[src/design/iec_level_meter_ballistics_macros.svh]
// ----------------------------------------------------------------------------
// iec_level_meter_ballistics_macros
// assertion shorthands shared by the level meter modules
// ----------------------------------------------------------------------------
`ifndef IEC_LEVEL_METER_BALLISTICS_MACROS_SVH
`define IEC_LEVEL_METER_BALLISTICS_MACROS_SVH

// consequent checked in the same cycle as the antecedent
`define IECM_ASSERT_SAME(lbl, ante, cons, msg) \
  lbl: assert property (@(posedge clk_i) disable iff (!rst_ni) (ante) |-> (cons)) \
    else $error(msg);

// consequent checked in the cycle after the antecedent
`define IECM_ASSERT_NEXT(lbl, ante, cons, msg) \
  lbl: assert property (@(posedge clk_i) disable iff (!rst_ni) (ante) |=> (cons)) \
    else $error(msg);

`endif

[src/design/iecm_pkg.sv]
// ----------------------------------------------------------------------------
// iecm_pkg
// constants, register codes and the iec scale function of the level meter
// ----------------------------------------------------------------------------
package iecm_pkg;

  // digit width of the serial multiplier
  localparam int unsigned MUL_DIGIT = 4;

  // digits per multiplier operation with a fixed-width multiplicand
  localparam int unsigned DIG_MANT = 16 / MUL_DIGIT;  // q1.15 mantissa squared
  localparam int unsigned DIG_DB   = 16 / MUL_DIGIT;  // log2 magnitude to db
  localparam int unsigned DIG_MH   = 12 / MUL_DIGIT;  // scale units times height
  localparam int unsigned DIG_RC   = 20 / MUL_DIGIT;  // divide by 25 via reciprocal

  // db per log2 step, q.16
  localparam logic [18:0] DB_K = 19'd394566;
  // span of the scale in q7.8 db (70 db)
  localparam logic [14:0] DB_SPAN = 15'd17920;
  // ceil(2^23 / 25), exact for quotients of 17-bit values
  localparam logic [18:0] IEC_RECIP = 19'd335545;

  // scale units at the zone boundaries (-10, -6, -3 db)
  localparam logic [16:0] IEC_F_M10 = 17'd76800;
  localparam logic [16:0] IEC_F_M6  = 17'd87040;
  localparam logic [16:0] IEC_F_M3  = 17'd94720;

  // peak colour zones
  localparam logic [1:0] ZONE_TOP = 2'd0;
  localparam logic [1:0] ZONE_M6  = 2'd1;
  localparam logic [1:0] ZONE_M10 = 2'd2;
  localparam logic [1:0] ZONE_LOW = 2'd3;

  // register reset values
  localparam logic [11:0] MH_RST    = 12'd256;
  localparam logic [7:0]  HOLD_RST  = 8'd16;
  localparam logic [31:0] BRATE_RST = 32'd4166118277;
  localparam logic [31:0] PRATE_RST = 32'd4294954411;

  // configuration register indexes
  typedef enum logic [1:0] {
    REG_METER_HEIGHT = 2'd0,
    REG_PEAK_HOLD    = 2'd1,
    REG_BAR_DECAY    = 2'd2,
    REG_PEAK_DECAY   = 2'd3
  } iecm_reg_e;

  // piecewise iec scale: db above the floor (q7.8) to units of 1/102400
  function automatic logic [16:0] iecm_iec_units(input logic [14:0] u);
    logic [16:0] w;
    logic [16:0] f;
    w = {2'b00, u};
    if (w < 17'd2560) begin
      f = w;
    end else if (w < 17'd5120) begin
      f = ((w - 17'd2560) << 1) + 17'd2560;
    end else if (w < 17'd7680) begin
      f = (w - 17'd5120) * 17'd3 + 17'd7680;
    end else if (w < 17'd10240) begin
      f = (w - 17'd7680) * 17'd6 + 17'd15360;
    end else if (w < 17'd12800) begin
      f = ((w - 17'd10240) << 3) + 17'd30720;
    end else begin
      f = (w - 17'd12800) * 17'd10 + 17'd51200;
    end
    return f;
  endfunction

endpackage

[src/design/iec_level_meter_ballistics.sv]
// ----------------------------------------------------------------------------
// iec_level_meter_ballistics
// iec style peak meter: level to db, iec bar scale, bar decay and peak hold
// ----------------------------------------------------------------------------
// One item at a time. A peak reset beat clears the peak and goes straight to
// the output state. A refresh beat runs a sequence on one shared 4-bit
// digit-serial multiplier: a leading-one search over the level, eight
// mantissa squarings, a db scaling, four scale-to-height conversions (the
// level and the three zone boundaries), and for each of the bar and the
// peak a compare step plus, when it decays, a height product and, unless the
// decayed height is clamped, a squaring of the decay factor. The output state
// then loads the output register. A zero level skips the log, that is the
// leading-one search, the squarings and the db scaling. A finished result
// sits in an output register, so the next beat is accepted while it waits; a
// stalled result holds back the one behind it in the output state, and no
// further beat is accepted meanwhile. Configuration writes are taken while no
// beat is being computed.
// ----------------------------------------------------------------------------
`include "iec_level_meter_ballistics_macros.svh"

module iec_level_meter_ballistics
  import iecm_pkg::*;
#(
  parameter int unsigned LEVEL_BITS  = 24,
  parameter int unsigned HEIGHT_BITS = 12,
  parameter int unsigned FACTOR_BITS = 32
) (
  input  logic                   clk_i,
  input  logic                   rst_ni,
  // configuration writes
  input  logic                   cfg_valid_i,
  output logic                   cfg_ready_o,
  input  logic [1:0]             cfg_index_i,
  input  logic [31:0]            cfg_data_i,
  // input beats
  input  logic                   in_valid_i,
  output logic                   in_ready_o,
  input  logic                   func_i,
  input  logic [LEVEL_BITS-1:0]  level_i,
  // result beats
  output logic                   out_valid_o,
  input  logic                   out_ready_i,
  output logic [HEIGHT_BITS-1:0] bar_height_o,
  output logic [HEIGHT_BITS-1:0] peak_height_o,
  output logic [1:0]             peak_zone_o
);

  localparam int unsigned D       = MUL_DIGIT;
  localparam int unsigned FDIG    = (FACTOR_BITS + D - 1) / D;
  localparam int unsigned LW      = FDIG * D;
  localparam int unsigned PW      = FACTOR_BITS + LW;
  localparam int unsigned CW      = $clog2(FDIG + 1);
  localparam int unsigned HDIG    = (HEIGHT_BITS + D - 1) / D;
  localparam int unsigned BAR_OFS = LW - HDIG * D + FACTOR_BITS;
  localparam int unsigned SHW     = $clog2(LEVEL_BITS);
  localparam int unsigned MAGW    = SHW + 8;
  localparam int unsigned HB      = HEIGHT_BITS;
  localparam int unsigned FB      = FACTOR_BITS;

  typedef enum logic [4:0] {
    S_IDLE, S_NORM, S_SQ_GO, S_SQ_WAIT, S_DB_GO, S_DB_WAIT,
    S_FM_GO, S_FM_WAIT, S_RC_GO, S_RC_WAIT, S_BAR, S_BAR_GO, S_BAR_WAIT,
    S_BF_GO, S_BF_WAIT, S_PEAK, S_PK_GO, S_PK_WAIT, S_PF_GO, S_PF_WAIT, S_OUT
  } state_e;

  // which height the scale conversion is producing
  typedef enum logic [1:0] {HS_Y, HS_M10, HS_M6, HS_M3} hsel_e;

  // q0.32 register value to a q0.FACTOR_BITS factor
  function automatic logic [FB-1:0] load_fac(input logic [31:0] r);
    logic [FB+31:0] ext;
    ext = {r, {FB{1'b0}}};
    return ext[32 +: FB];
  endfunction

  state_e           st_q;
  hsel_e            hs_q;
  logic [11:0]      mh_q;
  logic [7:0]       hold_q;
  logic [31:0]      brate_q;
  logic [31:0]      prate_q;
  logic [LEVEL_BITS-1:0] norm_q;
  logic [SHW-1:0]   sh_q;
  logic [15:0]      m_q;
  logic [7:0]       frac_q;
  logic [2:0]       it_q;
  logic [14:0]      u_q;
  logic [HB-1:0]    y_q;
  logic [HB-1:0]    lev10_q;
  logic [HB-1:0]    lev6_q;
  logic [HB-1:0]    lev3_q;
  logic [HB-1:0]    bar_q;
  logic [HB-1:0]    pk_q;
  logic [FB-1:0]    bf_q;
  logic [FB-1:0]    pf_q;
  logic [7:0]       wait_q;
  logic [1:0]       pz_q;
  logic [HB-1:0]    ob_q;
  logic [HB-1:0]    op_q;
  logic [1:0]       oz_q;
  logic             ovld_q;

  logic             mul_start;
  logic [FB-1:0]    mul_a;
  logic [LW-1:0]    mul_b;
  logic [CW-1:0]    mul_nd;
  logic             mul_done;
  logic [PW-1:0]    prod;

  logic [16:0]      m2;
  logic             sq_bit;
  logic [15:0]      m_next;
  logic [MAGW-1:0]  mag;
  logic [15:0]      q_db;
  logic [14:0]      u_db;
  logic [16:0]      f_sel;
  logic [16:0]      xs;
  logic [HB-1:0]    h_rc;
  logic [HB-1:0]    h_mul;
  logic [FB-1:0]    f_sq;
  logic [1:0]       zone;
  logic [7:0]       wait_inc;

  // product fields for each multiplier operation
  always_comb begin
    m2     = prod[LW-1 +: 17];
    sq_bit = m2[16];
    m_next = sq_bit ? m2[16:1] : m2[15:0];
    mag    = {sh_q, 8'h00} - MAGW'(frac_q);
    q_db   = prod[LW +: 16];
    xs     = prod[LW +: 17];
    h_rc   = prod[LW+3 +: HB];
    h_mul  = prod[BAR_OFS +: HB];
    f_sq   = prod[FB +: FB];
    if (sh_q == '0) begin
      u_db = DB_SPAN;
    end else if (q_db >= {1'b0, DB_SPAN}) begin
      u_db = '0;
    end else begin
      u_db = 15'({1'b0, DB_SPAN} - q_db);
    end
  end

  // scale units for the height being converted
  always_comb begin
    unique case (hs_q)
      HS_Y:    f_sel = iecm_iec_units(u_q);
      HS_M10:  f_sel = IEC_F_M10;
      HS_M6:   f_sel = IEC_F_M6;
      HS_M3:   f_sel = IEC_F_M3;
      default: f_sel = iecm_iec_units(u_q);
    endcase
  end

  // zone of the current bar and the saturating hold counter
  always_comb begin
    if (bar_q < lev10_q) begin
      zone = ZONE_LOW;
    end else if (bar_q < lev6_q) begin
      zone = ZONE_M10;
    end else if (bar_q < lev3_q) begin
      zone = ZONE_M6;
    end else begin
      zone = ZONE_TOP;
    end
    wait_inc = (wait_q == 8'hFF) ? wait_q : wait_q + 8'd1;
  end

  // multiplier requests, issued from the launch states
  always_comb begin
    mul_start = 1'b0;
    mul_a     = '0;
    mul_b     = '0;
    mul_nd    = '0;
    unique case (st_q)
      S_SQ_GO: begin
        mul_start = 1'b1;
        mul_a     = FB'(m_q);
        mul_b     = LW'(m_q);
        mul_nd    = CW'(DIG_MANT);
      end
      S_DB_GO: begin
        mul_start = 1'b1;
        mul_a     = FB'(DB_K);
        mul_b     = LW'(mag);
        mul_nd    = CW'(DIG_DB);
      end
      S_FM_GO: begin
        mul_start = 1'b1;
        mul_a     = FB'(f_sel);
        mul_b     = LW'(mh_q);
        mul_nd    = CW'(DIG_MH);
      end
      S_RC_GO: begin
        mul_start = 1'b1;
        mul_a     = FB'(IEC_RECIP);
        mul_b     = LW'(xs);
        mul_nd    = CW'(DIG_RC);
      end
      S_BAR_GO: begin
        mul_start = 1'b1;
        mul_a     = bf_q;
        mul_b     = LW'(bar_q);
        mul_nd    = CW'(HDIG);
      end
      S_BF_GO: begin
        mul_start = 1'b1;
        mul_a     = bf_q;
        mul_b     = LW'(bf_q);
        mul_nd    = CW'(FDIG);
      end
      S_PK_GO: begin
        mul_start = 1'b1;
        mul_a     = pf_q;
        mul_b     = LW'(pk_q);
        mul_nd    = CW'(HDIG);
      end
      S_PF_GO: begin
        mul_start = 1'b1;
        mul_a     = pf_q;
        mul_b     = LW'(pf_q);
        mul_nd    = CW'(FDIG);
      end
      default: ;
    endcase
  end

  iecm_smul #(
    .FACTOR_BITS(FACTOR_BITS)
  ) u_smul (
    .clk_i  (clk_i),
    .rst_ni (rst_ni),
    .start_i(mul_start),
    .a_i    (mul_a),
    .b_i    (mul_b),
    .ndig_i (mul_nd),
    .done_o (mul_done),
    .prod_o (prod)
  );

  // sequencer, meter state, configuration and output register
  always_ff @(posedge clk_i or negedge rst_ni) begin
    if (!rst_ni) begin
      st_q    <= S_IDLE;
      hs_q    <= HS_Y;
      mh_q    <= MH_RST;
      hold_q  <= HOLD_RST;
      brate_q <= BRATE_RST;
      prate_q <= PRATE_RST;
      norm_q  <= '0;
      sh_q    <= '0;
      m_q     <= '0;
      frac_q  <= '0;
      it_q    <= '0;
      u_q     <= '0;
      y_q     <= '0;
      lev10_q <= '0;
      lev6_q  <= '0;
      lev3_q  <= '0;
      bar_q   <= '0;
      pk_q    <= '0;
      bf_q    <= load_fac(BRATE_RST);
      pf_q    <= load_fac(PRATE_RST);
      wait_q  <= '0;
      pz_q    <= ZONE_LOW;
      ob_q    <= '0;
      op_q    <= '0;
      oz_q    <= ZONE_LOW;
      ovld_q  <= 1'b0;
    end else begin
      // result beat taken with no new result to load behind it
      if (ovld_q && out_ready_i && st_q != S_OUT) begin
        ovld_q <= 1'b0;
      end

      unique case (st_q)
        S_IDLE: begin
          if (in_valid_i) begin
            if (func_i) begin
              pk_q <= '0;
              st_q <= S_OUT;
            end else if (level_i == '0) begin
              u_q  <= '0;
              hs_q <= HS_Y;
              st_q <= S_FM_GO;
            end else begin
              norm_q <= level_i;
              sh_q   <= '0;
              st_q   <= S_NORM;
            end
          end
        end
        // leading-one search, one bit per cycle
        S_NORM: begin
          if (norm_q[LEVEL_BITS-1]) begin
            m_q    <= norm_q[LEVEL_BITS-1 -: 16];
            frac_q <= '0;
            it_q   <= '0;
            st_q   <= S_SQ_GO;
          end else begin
            norm_q <= norm_q << 1;
            sh_q   <= sh_q + SHW'(1);
          end
        end
        S_SQ_GO: st_q <= S_SQ_WAIT;
        // one fraction bit of log2 per squaring
        S_SQ_WAIT: begin
          if (mul_done) begin
            m_q    <= m_next;
            frac_q <= {frac_q[6:0], sq_bit};
            it_q   <= it_q + 3'd1;
            st_q   <= (it_q == 3'd7) ? S_DB_GO : S_SQ_GO;
          end
        end
        S_DB_GO: st_q <= S_DB_WAIT;
        S_DB_WAIT: begin
          if (mul_done) begin
            u_q  <= u_db;
            hs_q <= HS_Y;
            st_q <= S_FM_GO;
          end
        end
        S_FM_GO: st_q <= S_FM_WAIT;
        S_FM_WAIT: begin
          if (mul_done) begin
            st_q <= S_RC_GO;
          end
        end
        S_RC_GO: st_q <= S_RC_WAIT;
        // height ready: store it and move on to the next boundary
        S_RC_WAIT: begin
          if (mul_done) begin
            unique case (hs_q)
              HS_Y: begin
                y_q  <= h_rc;
                hs_q <= HS_M10;
                st_q <= S_FM_GO;
              end
              HS_M10: begin
                lev10_q <= h_rc;
                hs_q    <= HS_M6;
                st_q    <= S_FM_GO;
              end
              HS_M6: begin
                lev6_q <= h_rc;
                hs_q   <= HS_M3;
                st_q   <= S_FM_GO;
              end
              HS_M3: begin
                lev3_q <= h_rc;
                st_q   <= S_BAR;
              end
              default: st_q <= S_BAR;
            endcase
          end
        end
        // bar follows a rise at once, else decays
        S_BAR: begin
          if (bar_q < y_q) begin
            bar_q <= y_q;
            bf_q  <= load_fac(brate_q);
            st_q  <= S_PEAK;
          end else begin
            st_q <= S_BAR_GO;
          end
        end
        S_BAR_GO: st_q <= S_BAR_WAIT;
        S_BAR_WAIT: begin
          if (mul_done) begin
            if (h_mul < y_q) begin
              bar_q <= y_q;
              st_q  <= S_PEAK;
            end else begin
              bar_q <= h_mul;
              st_q  <= S_BF_GO;
            end
          end
        end
        S_BF_GO: st_q <= S_BF_WAIT;
        S_BF_WAIT: begin
          if (mul_done) begin
            bf_q <= f_sq;
            st_q <= S_PEAK;
          end
        end
        // peak: new peak, hold, or decay after the hold time
        S_PEAK: begin
          if (pk_q < bar_q) begin
            pk_q   <= bar_q;
            wait_q <= '0;
            pf_q   <= load_fac(prate_q);
            pz_q   <= zone;
            st_q   <= S_OUT;
          end else begin
            wait_q <= wait_inc;
            st_q   <= (wait_inc > hold_q) ? S_PK_GO : S_OUT;
          end
        end
        S_PK_GO: st_q <= S_PK_WAIT;
        S_PK_WAIT: begin
          if (mul_done) begin
            if (h_mul < bar_q) begin
              pk_q <= bar_q;
              st_q <= S_OUT;
            end else begin
              pk_q <= h_mul;
              if (h_mul < lev10_q) begin
                pz_q <= ZONE_LOW;
              end
              st_q <= S_PF_GO;
            end
          end
        end
        S_PF_GO: st_q <= S_PF_WAIT;
        S_PF_WAIT: begin
          if (mul_done) begin
            pf_q <= f_sq;
            st_q <= S_OUT;
          end
        end
        // hand the result to the output register once it is free
        S_OUT: begin
          if (!ovld_q || out_ready_i) begin
            ob_q   <= bar_q;
            op_q   <= pk_q;
            oz_q   <= pz_q;
            ovld_q <= 1'b1;
            st_q   <= S_IDLE;
          end
        end
        default: st_q <= S_IDLE;
      endcase

      // configuration write, only taken in idle
      if (cfg_valid_i && cfg_ready_o) begin
        unique case (iecm_reg_e'(cfg_index_i))
          REG_METER_HEIGHT: begin
            mh_q <= cfg_data_i[11:0];
            // a peak reset beat in the same cycle clears it already
            if (!(in_valid_i && func_i)) begin
              pk_q <= '0;
            end
          end
          REG_PEAK_HOLD:  hold_q  <= cfg_data_i[7:0];
          REG_BAR_DECAY:  brate_q <= cfg_data_i;
          REG_PEAK_DECAY: prate_q <= cfg_data_i;
          default: ;
        endcase
      end
    end
  end

  assign cfg_ready_o   = (st_q == S_IDLE);
  assign in_ready_o    = (st_q == S_IDLE);
  assign out_valid_o   = ovld_q;
  assign bar_height_o  = ob_q;
  assign peak_height_o = op_q;
  assign peak_zone_o   = oz_q;

  `IECM_ASSERT_SAME(a_done_in_wait, mul_done,
                    (st_q == S_SQ_WAIT || st_q == S_DB_WAIT || st_q == S_FM_WAIT ||
                     st_q == S_RC_WAIT || st_q == S_BAR_WAIT || st_q == S_BF_WAIT ||
                     st_q == S_PK_WAIT || st_q == S_PF_WAIT), "multiplier done out of turn")
  `IECM_ASSERT_SAME(a_zone_order, (st_q == S_PEAK),
                    (lev10_q <= lev6_q && lev6_q <= lev3_q), "zone boundaries out of order")
  `IECM_ASSERT_NEXT(a_peak_reset, (in_valid_i && in_ready_o && func_i),
                    (st_q == S_OUT && pk_q == '0), "peak reset not applied")

endmodule

[src/design/iecm_smul.sv]
// ----------------------------------------------------------------------------
// iecm_smul
// digit-serial shift-and-add multiplier, multiplier operand lsb digit first
// ----------------------------------------------------------------------------
`include "iec_level_meter_ballistics_macros.svh"

module iecm_smul
  import iecm_pkg::*;
#(
  parameter int unsigned FACTOR_BITS = 32
) (
  input  logic                                   clk_i,
  input  logic                                   rst_ni,
  input  logic                                   start_i,
  input  logic [FACTOR_BITS-1:0]                 a_i,
  input  logic [((FACTOR_BITS+MUL_DIGIT-1)/MUL_DIGIT)*MUL_DIGIT-1:0] b_i,
  input  logic [$clog2((FACTOR_BITS+MUL_DIGIT-1)/MUL_DIGIT+1)-1:0]   ndig_i,
  output logic                                   done_o,
  output logic [FACTOR_BITS+((FACTOR_BITS+MUL_DIGIT-1)/MUL_DIGIT)*MUL_DIGIT-1:0] prod_o
);

  localparam int unsigned D    = MUL_DIGIT;
  localparam int unsigned NDIG = (FACTOR_BITS + D - 1) / D;
  localparam int unsigned LW   = NDIG * D;
  localparam int unsigned CW   = $clog2(NDIG + 1);

  logic [FACTOR_BITS-1:0]   a_q;
  logic [FACTOR_BITS-1:0]   hi_q;
  logic [LW-1:0]            lo_q;
  logic [CW-1:0]            cnt_q;
  logic                     busy_q;
  logic                     done_q;
  logic [FACTOR_BITS+D-1:0] pp;
  logic [FACTOR_BITS+D-1:0] acc;

  // one digit partial product added into the upper half
  always_comb begin
    pp  = {{D{1'b0}}, a_q} * {{FACTOR_BITS{1'b0}}, lo_q[D-1:0]};
    acc = {{D{1'b0}}, hi_q} + pp;
  end

  // control: digit counter and completion pulse
  always_ff @(posedge clk_i or negedge rst_ni) begin
    if (!rst_ni) begin
      busy_q <= 1'b0;
      done_q <= 1'b0;
      cnt_q  <= '0;
    end else begin
      done_q <= 1'b0;
      if (start_i) begin
        busy_q <= 1'b1;
        cnt_q  <= ndig_i;
      end else if (busy_q) begin
        cnt_q <= cnt_q - CW'(1);
        if (cnt_q == CW'(1)) begin
          busy_q <= 1'b0;
          done_q <= 1'b1;
        end
      end
    end
  end

  // datapath: product bits shift in at the top of the multiplier register
  always_ff @(posedge clk_i) begin
    if (start_i) begin
      a_q  <= a_i;
      hi_q <= '0;
      lo_q <= b_i;
    end else if (busy_q) begin
      hi_q <= acc[D +: FACTOR_BITS];
      lo_q <= {acc[D-1:0], lo_q[LW-1:D]};
    end
  end

  assign done_o = done_q;
  assign prod_o = {hi_q, lo_q};

  `IECM_ASSERT_SAME(a_start_idle, start_i, (!busy_q && ndig_i != '0), "start while busy")
  `IECM_ASSERT_NEXT(a_start_cnt, start_i, (busy_q && cnt_q == $past(ndig_i)), "bad digit count")
  `IECM_ASSERT_NEXT(a_last_digit, (busy_q && cnt_q == CW'(1) && !start_i),
                    (done_q && !busy_q), "missing done")

endmodule
[config.mk]
export PLATFORM = sky130hd
export DESIGN_NAME = iec_level_meter_ballistics
export DESIGN_NICKNAME = d
export VERILOG_FILES = /design/src/design/iecm_pkg.sv /design/src/design/iec_level_meter_ballistics.sv /design/src/design/iecm_smul.sv
export VERILOG_INCLUDE_DIRS = /design/src /design/src/design
export SDC_FILE = /design/constraint.sdc
export NUM_CORES = 1
export LEC_CHECK = 0
export ABC_AREA = 1
export BUFFER_PORTS_ARGS = -buffer_cell sky130_fd_sc_hd__buf_4
export CORE_AREA = 3 3 304 306
export DETAILED_ROUTE_END_ITERATION = 6
export DIE_AREA = 0 0 307 309
export PLACE_DENSITY_LB_ADDON = 0.15
export REMOVE_ABC_BUFFERS = 1
export SLEW_MARGIN = 20
export SYNTH_ARGS = -nofsm -noshare
export SYNTH_HDL_FRONTEND = slang
export SYNTH_HIERARCHICAL = 1
export SYNTH_SLANG_ARGS = --single-unit
export TNS_END_PERCENT = 5
[constraint.sdc]
create_clock -name clk_i -period 11.5 [get_ports clk_i]
set_clock_uncertainty 0.05 [all_clocks]
set_input_delay 1.15 -clock clk_i [delete_from_list [all_inputs] [get_ports clk_i]]
set_output_delay 1.15 -clock clk_i [all_outputs]
set_load 0.01 [all_outputs]
* After elaboration in Yosys (flattened, before gate mapping) *
Cells that the tools add are included.

word-level totals
  word-level logic and storage cells = 271
  output and inout port bits = 29
  register bits = 437
  bits of input ports = 64

cells by class
  reductions and logical operators = 46
  order comparisons = 15
  equal/unequal tests = 50
  multipliers = 4
  multiplexer cells = 106
  add/sub/neg operators = 17

operators by type and width
  operator                                                       number
  one-hot mux 32 bit (8 select lines)                            1
  one-hot mux 32 bit (6 select lines)                            1
  two-way mux 32 bit                                             5
  two-way mux 12 bit                                             11
  one-hot mux 32 bit (2 select lines)                            2
  one-hot mux 5 bit (21 select lines)                            1
  less-than comparator 12 bit                                    8
  two-way mux 24 bit                                             4
  two-way mux 15 bit                                             6
  two-way mux 17 bit                                             5
  two-way mux 5 bit                                              16
  one-hot mux 17 bit (4 select lines)                            1
  two-way mux 16 bit                                             3
  one-hot mux 24 bit (2 select lines)                            1
  equality test 5 x 4 -> 1 bit (second input constant)           8
  adder 32 x 36 -> 36 bit                                        1
  multiplier 32 x 4 -> 36 bit                                    1
  one-hot mux 12 bit (3 select lines)                            1
  two-way mux 8 bit                                              4
  one-hot mux 16 bit (2 select lines)                            1
  subtractor 15 x 13 -> 16 bit (second input constant)           2
  less-than comparator 15 x 13 -> 1 bit (second input constant)  2
  less-than comparator 15 x 14 -> 1 bit (second input constant)  2
  one-hot mux 15 bit (2 select lines)                            1
  61 further kinds                                               150

* Logic depth before layout (Yosys ltp) *
Gate-level depths: netlist (run 1).

  depth after elaboration = 10
  depth in mapped cells = 29
  mapped depth without buffers = 28

* Modules after synthesis *
Netlist (run 1), hierarchy kept.

modules (own cells, without submodules)
  module                      cells each  area an instance (µm²)  instances  sequential area each (µm²)
  iec_level_meter_ballistics  3097        22965.8                 1          8498.2
  iecm_smul                   1289        9416.5                  1          2712.6

* Worst setup path after synthesis (run 1) *
No wires, ideal clock.

  path kind = register to register
  start point = register st_q[4]
  end point = register u_smul.lo_q[0], enable pin
  arrival time = 3.747 ns
  data required time = 11.042 ns
  setup time = 0.408 ns
  path slack = 7.295 ns
  cell stages (with the launch flop) = 11
  cells stage by stage = dfrtp_1 > inv_2 > nand3_1 > nor2_1 > nor2_1 > clkbuf_1 > clkbuf_1 > nand3_1 > nor2_1 > inv_1 > clkbuf_1

on the way
  word-level cells in the longest chain between the ends = 4

ends and longest elaborated chain
  element                                      line                               text
  from (decl)                                  iec_level_meter_ballistics.sv:76   state_e st_q;
  from (signal assigned)                       iec_level_meter_ballistics.sv:312  st_q <= (it_q == 3'd7) ? S_DB_GO : S_SQ_GO;
  equality test 5 bit (tied with other cells)  iec_level_meter_ballistics.sv:175  unique case (st_q)
  OR reduction 8 bit (no source line) *        n/a
  two-way mux 1 bit *                          iec_level_meter_ballistics.sv:175
  net mul_start                                iec_level_meter_ballistics.sv:103  logic mul_start;
  nonzero test 2 bit (no source line) *        n/a
  to (signal assigned)                         iecm_smul.sv:68                    lo_q <= b_i;
  to (signal assigned)                         iecm_smul.sv:71                    lo_q <= {acc[D-1:0], lo_q[LW-1:D]};
  to (decl)                                    iecm_smul.sv:29                    logic [LW-1:0] lo_q;

The timed path passes the listed nets; every way through them passes the cells marked *.
A chain may end at the register's enable or synchronous reset.

* Worst setup path after layout (run 1) *
  start point = register st_q[1]
  end point = register u_smul.hi_q[10]

on the way
  word-level cells in the longest chain between the ends = 3

ends and longest elaborated chain
  element                                      line                               text
  equality test 5 bit (tied with other cells)  iec_level_meter_ballistics.sv:175
  OR reduction 8 bit (no source line) *        n/a
  two-way mux 1 bit *                          iec_level_meter_ballistics.sv:175
  net mul_start                                iec_level_meter_ballistics.sv:103
  to (signal assigned)                         iecm_smul.sv:70                    hi_q <= acc[D +: FACTOR_BITS];
  to (decl)                                    iecm_smul.sv:28                    logic [FACTOR_BITS-1:0] hi_q;

Marked as above.

==> results.md, run 1 <==
* Post-Syn Area at 32,400 sq um
* Seq cells post-synth at 437
* Largest net degree at the start of global routing at 77
* Max-cap violations at 0
* Power share of the clock group at 0.152
* Peak supply drop at 0.142 mV
* Crit-path max FO at 63
* Placed cells at 5,556
* Grt total ovfl at 0
* Initial Util at 0.360
* Worst skew pair latency at 610 ps
* Most frequent cells in the layout: 1,201 x nand2_1, 819 x inv_1, 396 x o21ai_0
* Synth-to-layout area growth at 11.6%
* Synth Flop Type: dfrtp_1
* Worst Hold Depth at 2
* Std-Cell Rows at 110
* Sw power at 6.08 mW
* Synth cell types at 68
* Sequential-to-total area share from yosys stat at 0.346
* CTS Hold Bufs at 0
* Final min period at 4590 ps
* Path depth of the worst reg2reg path at 12
* Drt initial violations at 2,415
* Synth warn at 6
* Total die area at 94,900 sq um
* Setup TNS at 0 ps
* Final antenna diode count at 0
* Total GRT Usage at 0.235
* CTS root buffer: clkbuf_16
* Max Fclk at 218 MHz
* CTS tree: yes
* Pins Over Slew Limit at 0
* Most common cell after layout, fill and taps aside: nand2_1
* CP Capture Type: flop
* Via density at 5.10
* Comb power frac at 0.609
* Least-Margin Pin Slew at 1180 ps
* Final Hold Fails at 0
* Setup bufs post-CTS at 0
* Die Ht at 309 um
* Post-DP HPWL at 86.0 mm
* Via count at 28,831
* Syn Inst Count at 4,386
* Post-synth ARST share at 0.780
* CTS H-tree depth at 2
* Ratio of cells with drive above 1 in the final layout at 0.0893
* Sequential share of power at 0.239
* Clk slew on worst S/H paths at 60 ps
* Die Wd at 307 um
* Post-synthesis average cell area at 7.38 sq um
* WL/cell at 19.9 um
* Worst path required time at 11,920 ps
* Switching Share at 0.520
* Yosys top cell area share at 0.192
* Largest cells by area after synthesis: dfrtp_1 19%, nand2_1 14%, inv_1 9.5%
* Pint at 5.60 mW
* GPL Wtd Cong at 0.914
* Pwr dens at 323 nW/um^2
* CTS Buffer Depth at 3
* Vias in the first global route at 27,877
* DR pass1 iterations at 6
* Remaining DRCs at 0
* RSZ-0062 raised after global routing: false
* WP data arrival at 5010 ps
* Worst Hold Class: flop to flop
* Worst slew margin at 0.192
* Post-layout nets at 4,827
* Cell taking the most area after synthesis: dfrtp_1
* Crit path kind: flop to flop
* Cts bufs inserted at 51
* Status: finished, final reports clean
* CORE AREA at 89,900 sq um
* First-pass GRT wire length at 172 mm
* IO Port Bufs at 92
* CTS Sinks at 437
* Initial antenna violation count at 1
* EDFF count, synth at 64
* I/O pin cnt at 93
* Final WL at 112 mm
* Post-route ant nets at 0
* Final Instance Count excl. Fillers at 5,654
* Leakage power at 18.3 nW
* Nature of the critical path startpoint: flop
* Post-CTS sizing at 0
* Final setup vio count at 0
* Final worst path period share at 0.399
[worst paths after layout]
check / from / to / slack (ps)
setup / recovery: st_q[1]$_DFFE_PN0P_ / u_smul/hi_q[10]$_SDFFE_PP0P_ / 6910
hold / removal: pz_q[1]$_DFFE_PN1P_ / pz_q[1]$_DFFE_PN1P_ / 420
setup reg to reg: st_q[1]$_DFFE_PN0P_ / u_smul/hi_q[10]$_SDFFE_PP0P_ / 6910
hold reg to reg: pz_q[1]$_DFFE_PN1P_ / pz_q[1]$_DFFE_PN1P_ / 420
max in group asynchronous: rst_ni / norm_q[3]$_DFFE_PN0P_ / 8800
min in group asynchronous: rst_ni / bar_q[6]$_DFFE_PN0P_ / 450
[critical path, stage by stage (launching register included)]
cell	delay, ps
dfrtp_1	640
nor2_4	90
inv_2	140
nor2_1	60
buf_4	190
inv_1	520
nand2_1	190
nor2_1	330
nand3_4	230
buf_4	420
nor2_1	280
clkinv_2	760
o21ai_0	490
[Yosys cell counts, types with 4 or more instances]
master,n
nor2_4,10
o22ai_1,69
dfrtp_1,249
a21oi_1,198
a21oi_2,4
o211ai_1,68
o2111ai_1,9
nand2_2,12
nand3_2,4
a221oi_1,11
nand3b_1,5
inv_1,821
a31oi_1,17
nor2_1,194
o21ai_0,396
dfstp_2,92
a21boi_0,6
dfxtp_1,32
o31ai_1,8
or2_2,8
nor2_2,10
a22oi_1,11
a211oi_1,11
nand2_1,1202
fa_1,101
o221ai_1,22
inv_2,20
buf_2,26
edfxtp_1,64
xnor2_1,15
nor4_1,8
clkbuf_1,105
nor3_1,37
nand3_1,155
clkinv_1,7
ha_1,227
o21ai_1,43
a21o_1,4
o21bai_1,9
nand4_1,25
xor2_1,25
[registers in the layout, summed over array words and instances, names as in the netlist, 15 cells and up]
signal	flops
bf_q	32
brate_q	32
m_q	16
norm_q	24
pf_q	32
prate_q	32
u_q	15
u_smul/a_q	32
u_smul/hi_q	32
u_smul/lo_q	32
[per-layer routing]
layer / track usage / part of all wire
met1: 0.333 / 0.46
met2: 0.376 / 0.45
met3: 0.0309 / 0.056
met4: 0.0680 / 0.030
met5: 0 / 0
[stage by stage]
step           area (sq um)  hold slack [ps]  worst slack (ps)  power (mW)  utilization
2_1_floorplan         31800              384              5690        7.50            -
3_3_place_gp          34300              409              6850        9.84        0.382
6_report              36100              418              6910        11.7        0.402
5_1_grt               36100              449              6460        12.8        0.402
3_5_place_dp          34300              408              6880        9.86        0.382
4_1_cts               36100              423              6880        11.7        0.402
[layout make-up]
| class | count | area (sq um) |
|---|---|---|
| Multi-Input combinational cell | 2960 | 17400 |
| Clock inverter | 24 | 309 |
| Timing Repair Buffer | 135 | 1040 |
| Inverter | 850 | 3200 |
| Tap cell | 1176 | 1470 |
| Clock buffer | 72 | 1500 |
| Fill cell | 9485 | 53700 |
| Sequential cell | 437 | 11200 |
[power by group through the flow]
stage / sequential [mW] / clock (mW) / combinational, mW
2_1_floorplan: 2.60 / 0 / 4.89
4_1_cts: 2.80 / 1.81 / 7.07
3_3_place_gp: 2.82 / 0 / 7.02
6_report: 2.79 / 1.78 / 7.11
3_5_place_dp: 2.82 / 0 / 7.04
5_1_grt: 2.85 / 1.87 / 8.10
[cell families after synthesis]
group,Yosys count,synth area share
xor gates and xnor gates,41,0.0113
AOI/OAI and AO/OA,913,0.163
muxes,3,0.00100
and+or+nand+nor,1675,0.212
buffers and inverters,989,0.116
DFF,437,0.346
adders and majority gates,328,0.150
No activity file was read; power rests on OpenSTA's default activity.
==> inputs of run 2 (changes only) <==
==> constraint.sdc (replaced) <==
create_clock -name clk_i -period 4 [get_ports clk_i]
set_clock_uncertainty 0.05 [all_clocks]
set_input_delay 0.4 -clock clk_i [delete_from_list [all_inputs] [get_ports clk_i]]
set_output_delay 0.4 -clock clk_i [all_outputs]
set_load 0.01 [all_outputs]
==> run 2 against run 1 <==
  * Clock power rose to 2.8 times the previous value
  * Final cell count grew 1.8%
  * Design area is 2.9% higher
  * Non-clock buffer count up 98
  * Global-route usage increased by 0.32 points
  * Critical path depth increased by 6
  * Via count is 2.0% higher
  * First-iteration DRC count grew 1.3%
  * Combinational power increased to 3.1 times the previous value
  * Maximum frequency up 19%
  * Sequential cell count did not move
  * Sequential share of layout area fell by 0.86 points
  * Largest power group unchanged
==> results.md, run 2 (synthesis results as in run 1) <==
* Die Ht at 309 um
* Max Fclk at 259 MHz
* Cts bufs inserted at 52
* Crit-path max FO at 32
* Drt initial violations at 2,446
* Placed inst area at 35,000 sq um
* Leakage power at 18.7 nW
* CTS H-tree depth at 2
* CTS root buffer: clkbuf_16
* RSZ-0062 raised after global routing: true
* Std-Cell Rows at 110
* DR pass1 iterations at 5
* Crit-path max cell delay at 500 ps
* IO Port Bufs at 92
* Die Wd at 307 um
* Least-Margin Pin Slew at 1200 ps
* Crit path buf inv count at 5
* Total GRT Usage at 0.238
* Final worst path period share at 0.964
* CTS Buffer Depth at 3
* Final Hold Fails at 0
* Final Cell Area at 37,200 sq um
* Post-DP HPWL at 88.0 mm
* Pwr dens at 937 nW/um^2
* Final Power at 34.8 mW
* Peak supply drop at 0.500 mV
* I/O pin cnt at 93
* Crit path kind: flop to flop
* Critical-path top delay cell: fa_1
* Final setup vio count at 0
* Cell family contributing the most delay on the critical path: adder cells
* Initial antenna violation count at 1
* CORE AREA at 89,900 sq um
* CTS tree: yes
* Ratio of cells with drive above 1 in the final layout at 0.113
* Largest net degree at the start of global routing at 71
* GPL Wtd Cong at 0.919
* CP Capture Type: flop
* Nature of the critical path startpoint: flop
* Worst Hold Class: primary input to flop
* CTS Sinks at 437
* Via density at 5.11
* Total die area at 94,900 sq um
* Pins Over Slew Limit at 0
* Post-layout nets at 4,926
* First-pass GRT wire length at 175 mm
* WP data arrival at 4310 ps
* Vias in the first global route at 28,361
* Status: finished, final reports clean
* Worst skew pair latency at 610 ps
* Reg2reg setup slack at 140 ps
* Final min period at 3860 ps
* Most common cell after layout, fill and taps aside: nand2_1
* Grt total ovfl at 0
* Remaining DRCs at 0
* Worst path required time at 4450 ps
* Fillers at 9,405
* CP Cell Sequence: buf_12 -> nand2_1 -> inv_1 -> fa_1 -> fa_1 -> inv_1 -> fa_1 -> inv_1 -> ha_2 -> nand2_1 -> inv_1 -> nand2_1 -> nor2_2 -> nand4_1 -> nand3_1 -> nand2_1 -> nand3_1 -> o21ai_0
* Initial Util at 0.360
* Worst slew margin at 0.191
* Clk slew on worst S/H paths at 60 ps
* Post-route ant nets at 0
* Fin util at 0.414
* Via count at 29,412
* Max-cap violations at 0
* Final WL at 114 mm
* Most frequent cells in the layout: 1,193 x nand2_1, 819 x inv_1, 391 x o21ai_0
* Synth-to-layout area growth at 14.8%
* WL/cell at 19.8 um
[run 2: changes by cell type in the layout (fill, tap and decap cells not counted), moves of 7 or more]
cell | previous run | this run
nand2_1 | 1201 | 1193
nor2_2 | 12 | 25
buf_4 | 132 | 199
ha_2 | 0 | 7
nand2_2 | 13 | 21
buf_12 | 0 | 10
dlygate4sd3_1 | 0 | 23
ha_1 | 227 | 215
nor2_1 | 192 | 179
[run 2: final cells by class]
type	count	area [sq um]	share of cell area
Clock inverter	28	315	0.00848
Sequential cell	437	11200	0.302
Timing Repair Buffer	233	1940	0.0522
Multi-Input combinational cell	2960	17600	0.473
Clock buffer	69	1450	0.0389
Tap cell	1176	1470	0.0396
Inverter	850	3200	0.0859
Antenna cell	1	2.50	0.0000673
[run 2: final timing paths]
path,to,from,cells past startpoint
hold reg to reg,prate_q[9]$_DFFE_PN0P_,prate_q[9]$_DFFE_PN0P_,2
setup / recovery,u_smul/hi_q[17]$_SDFFE_PP0P_,u_smul/lo_q[1]$_DFFE_PP_,18
min in group asynchronous,peak_height_o[6]$_DFFE_PN0P_,rst_ni,2
hold / removal,brate_q[11]$_DFFE_PN1P_,cfg_data_i[11],3
max in group asynchronous,pf_q[1]$_DFFE_PN1P_,rst_ni,3
setup reg to reg,u_smul/hi_q[17]$_SDFFE_PP0P_,u_smul/lo_q[1]$_DFFE_PP_,18
[run 2: worst reg2reg max path, cell delays in order (launching register included)]
cell and delay (ps):
edfxtp_1 410, buf_12 200, nand2_1 80, inv_1 60, fa_1 490, fa_1 500
inv_1 50, fa_1 470, inv_1 40, ha_2 380, nand2_1 110, inv_1 110
nand2_1 120, nor2_2 190, nand4_1 150, nand3_1 110, nand2_1 50, nand3_1 120
o21ai_0 100
[run 2: stage by stage]
stage                     std cells  worst slack (ps)  hold WS (ps)  setup TNS [ps]
after floorplan                4247             -1810          54.4         -124670
after global placement         5632            -0.429           353          -0.429
after detailed placement       5632              26.3           357               0
after CTS                      5752              35.2          7.30               0
after global routing           5753             -78.2          38.7            -376
final                          5754               143          32.0               0
[run 2: what timing repair did]
item                                    4_1_cts  5_1_grt
buffers inserted                              0        1
endpoints found under the setup margin        0       25
hold buffers                                 23        0
gates resized for setup                       0       53
hold endpoints to repair                     74        0
[run 2: metal layers]
| layer | vias up | share of wire | GRT usage | routed length, um |
|---|---|---|---|---|
| li1 | 14398 | - | - | - |
| met1 | 14048 | 0.47 | 0.341 | 53100 |
| met2 | 812 | 0.45 | 0.384 | 51300 |
| met3 | 152 | 0.054 | 0.0264 | 6120 |
| met4 | 2 | 0.028 | 0.0616 | 3190 |
| met5 | - | 0.00011 | 0 | 13 |
[run 2: report_power, final]
part           leakage (nW)  switching [mW]  internal (mW)  total [mW]
clock                 0.865            2.06           2.93        5.00
combinational          12.6            14.5           7.43        22.0
sequential             5.23            1.40           6.48        7.87
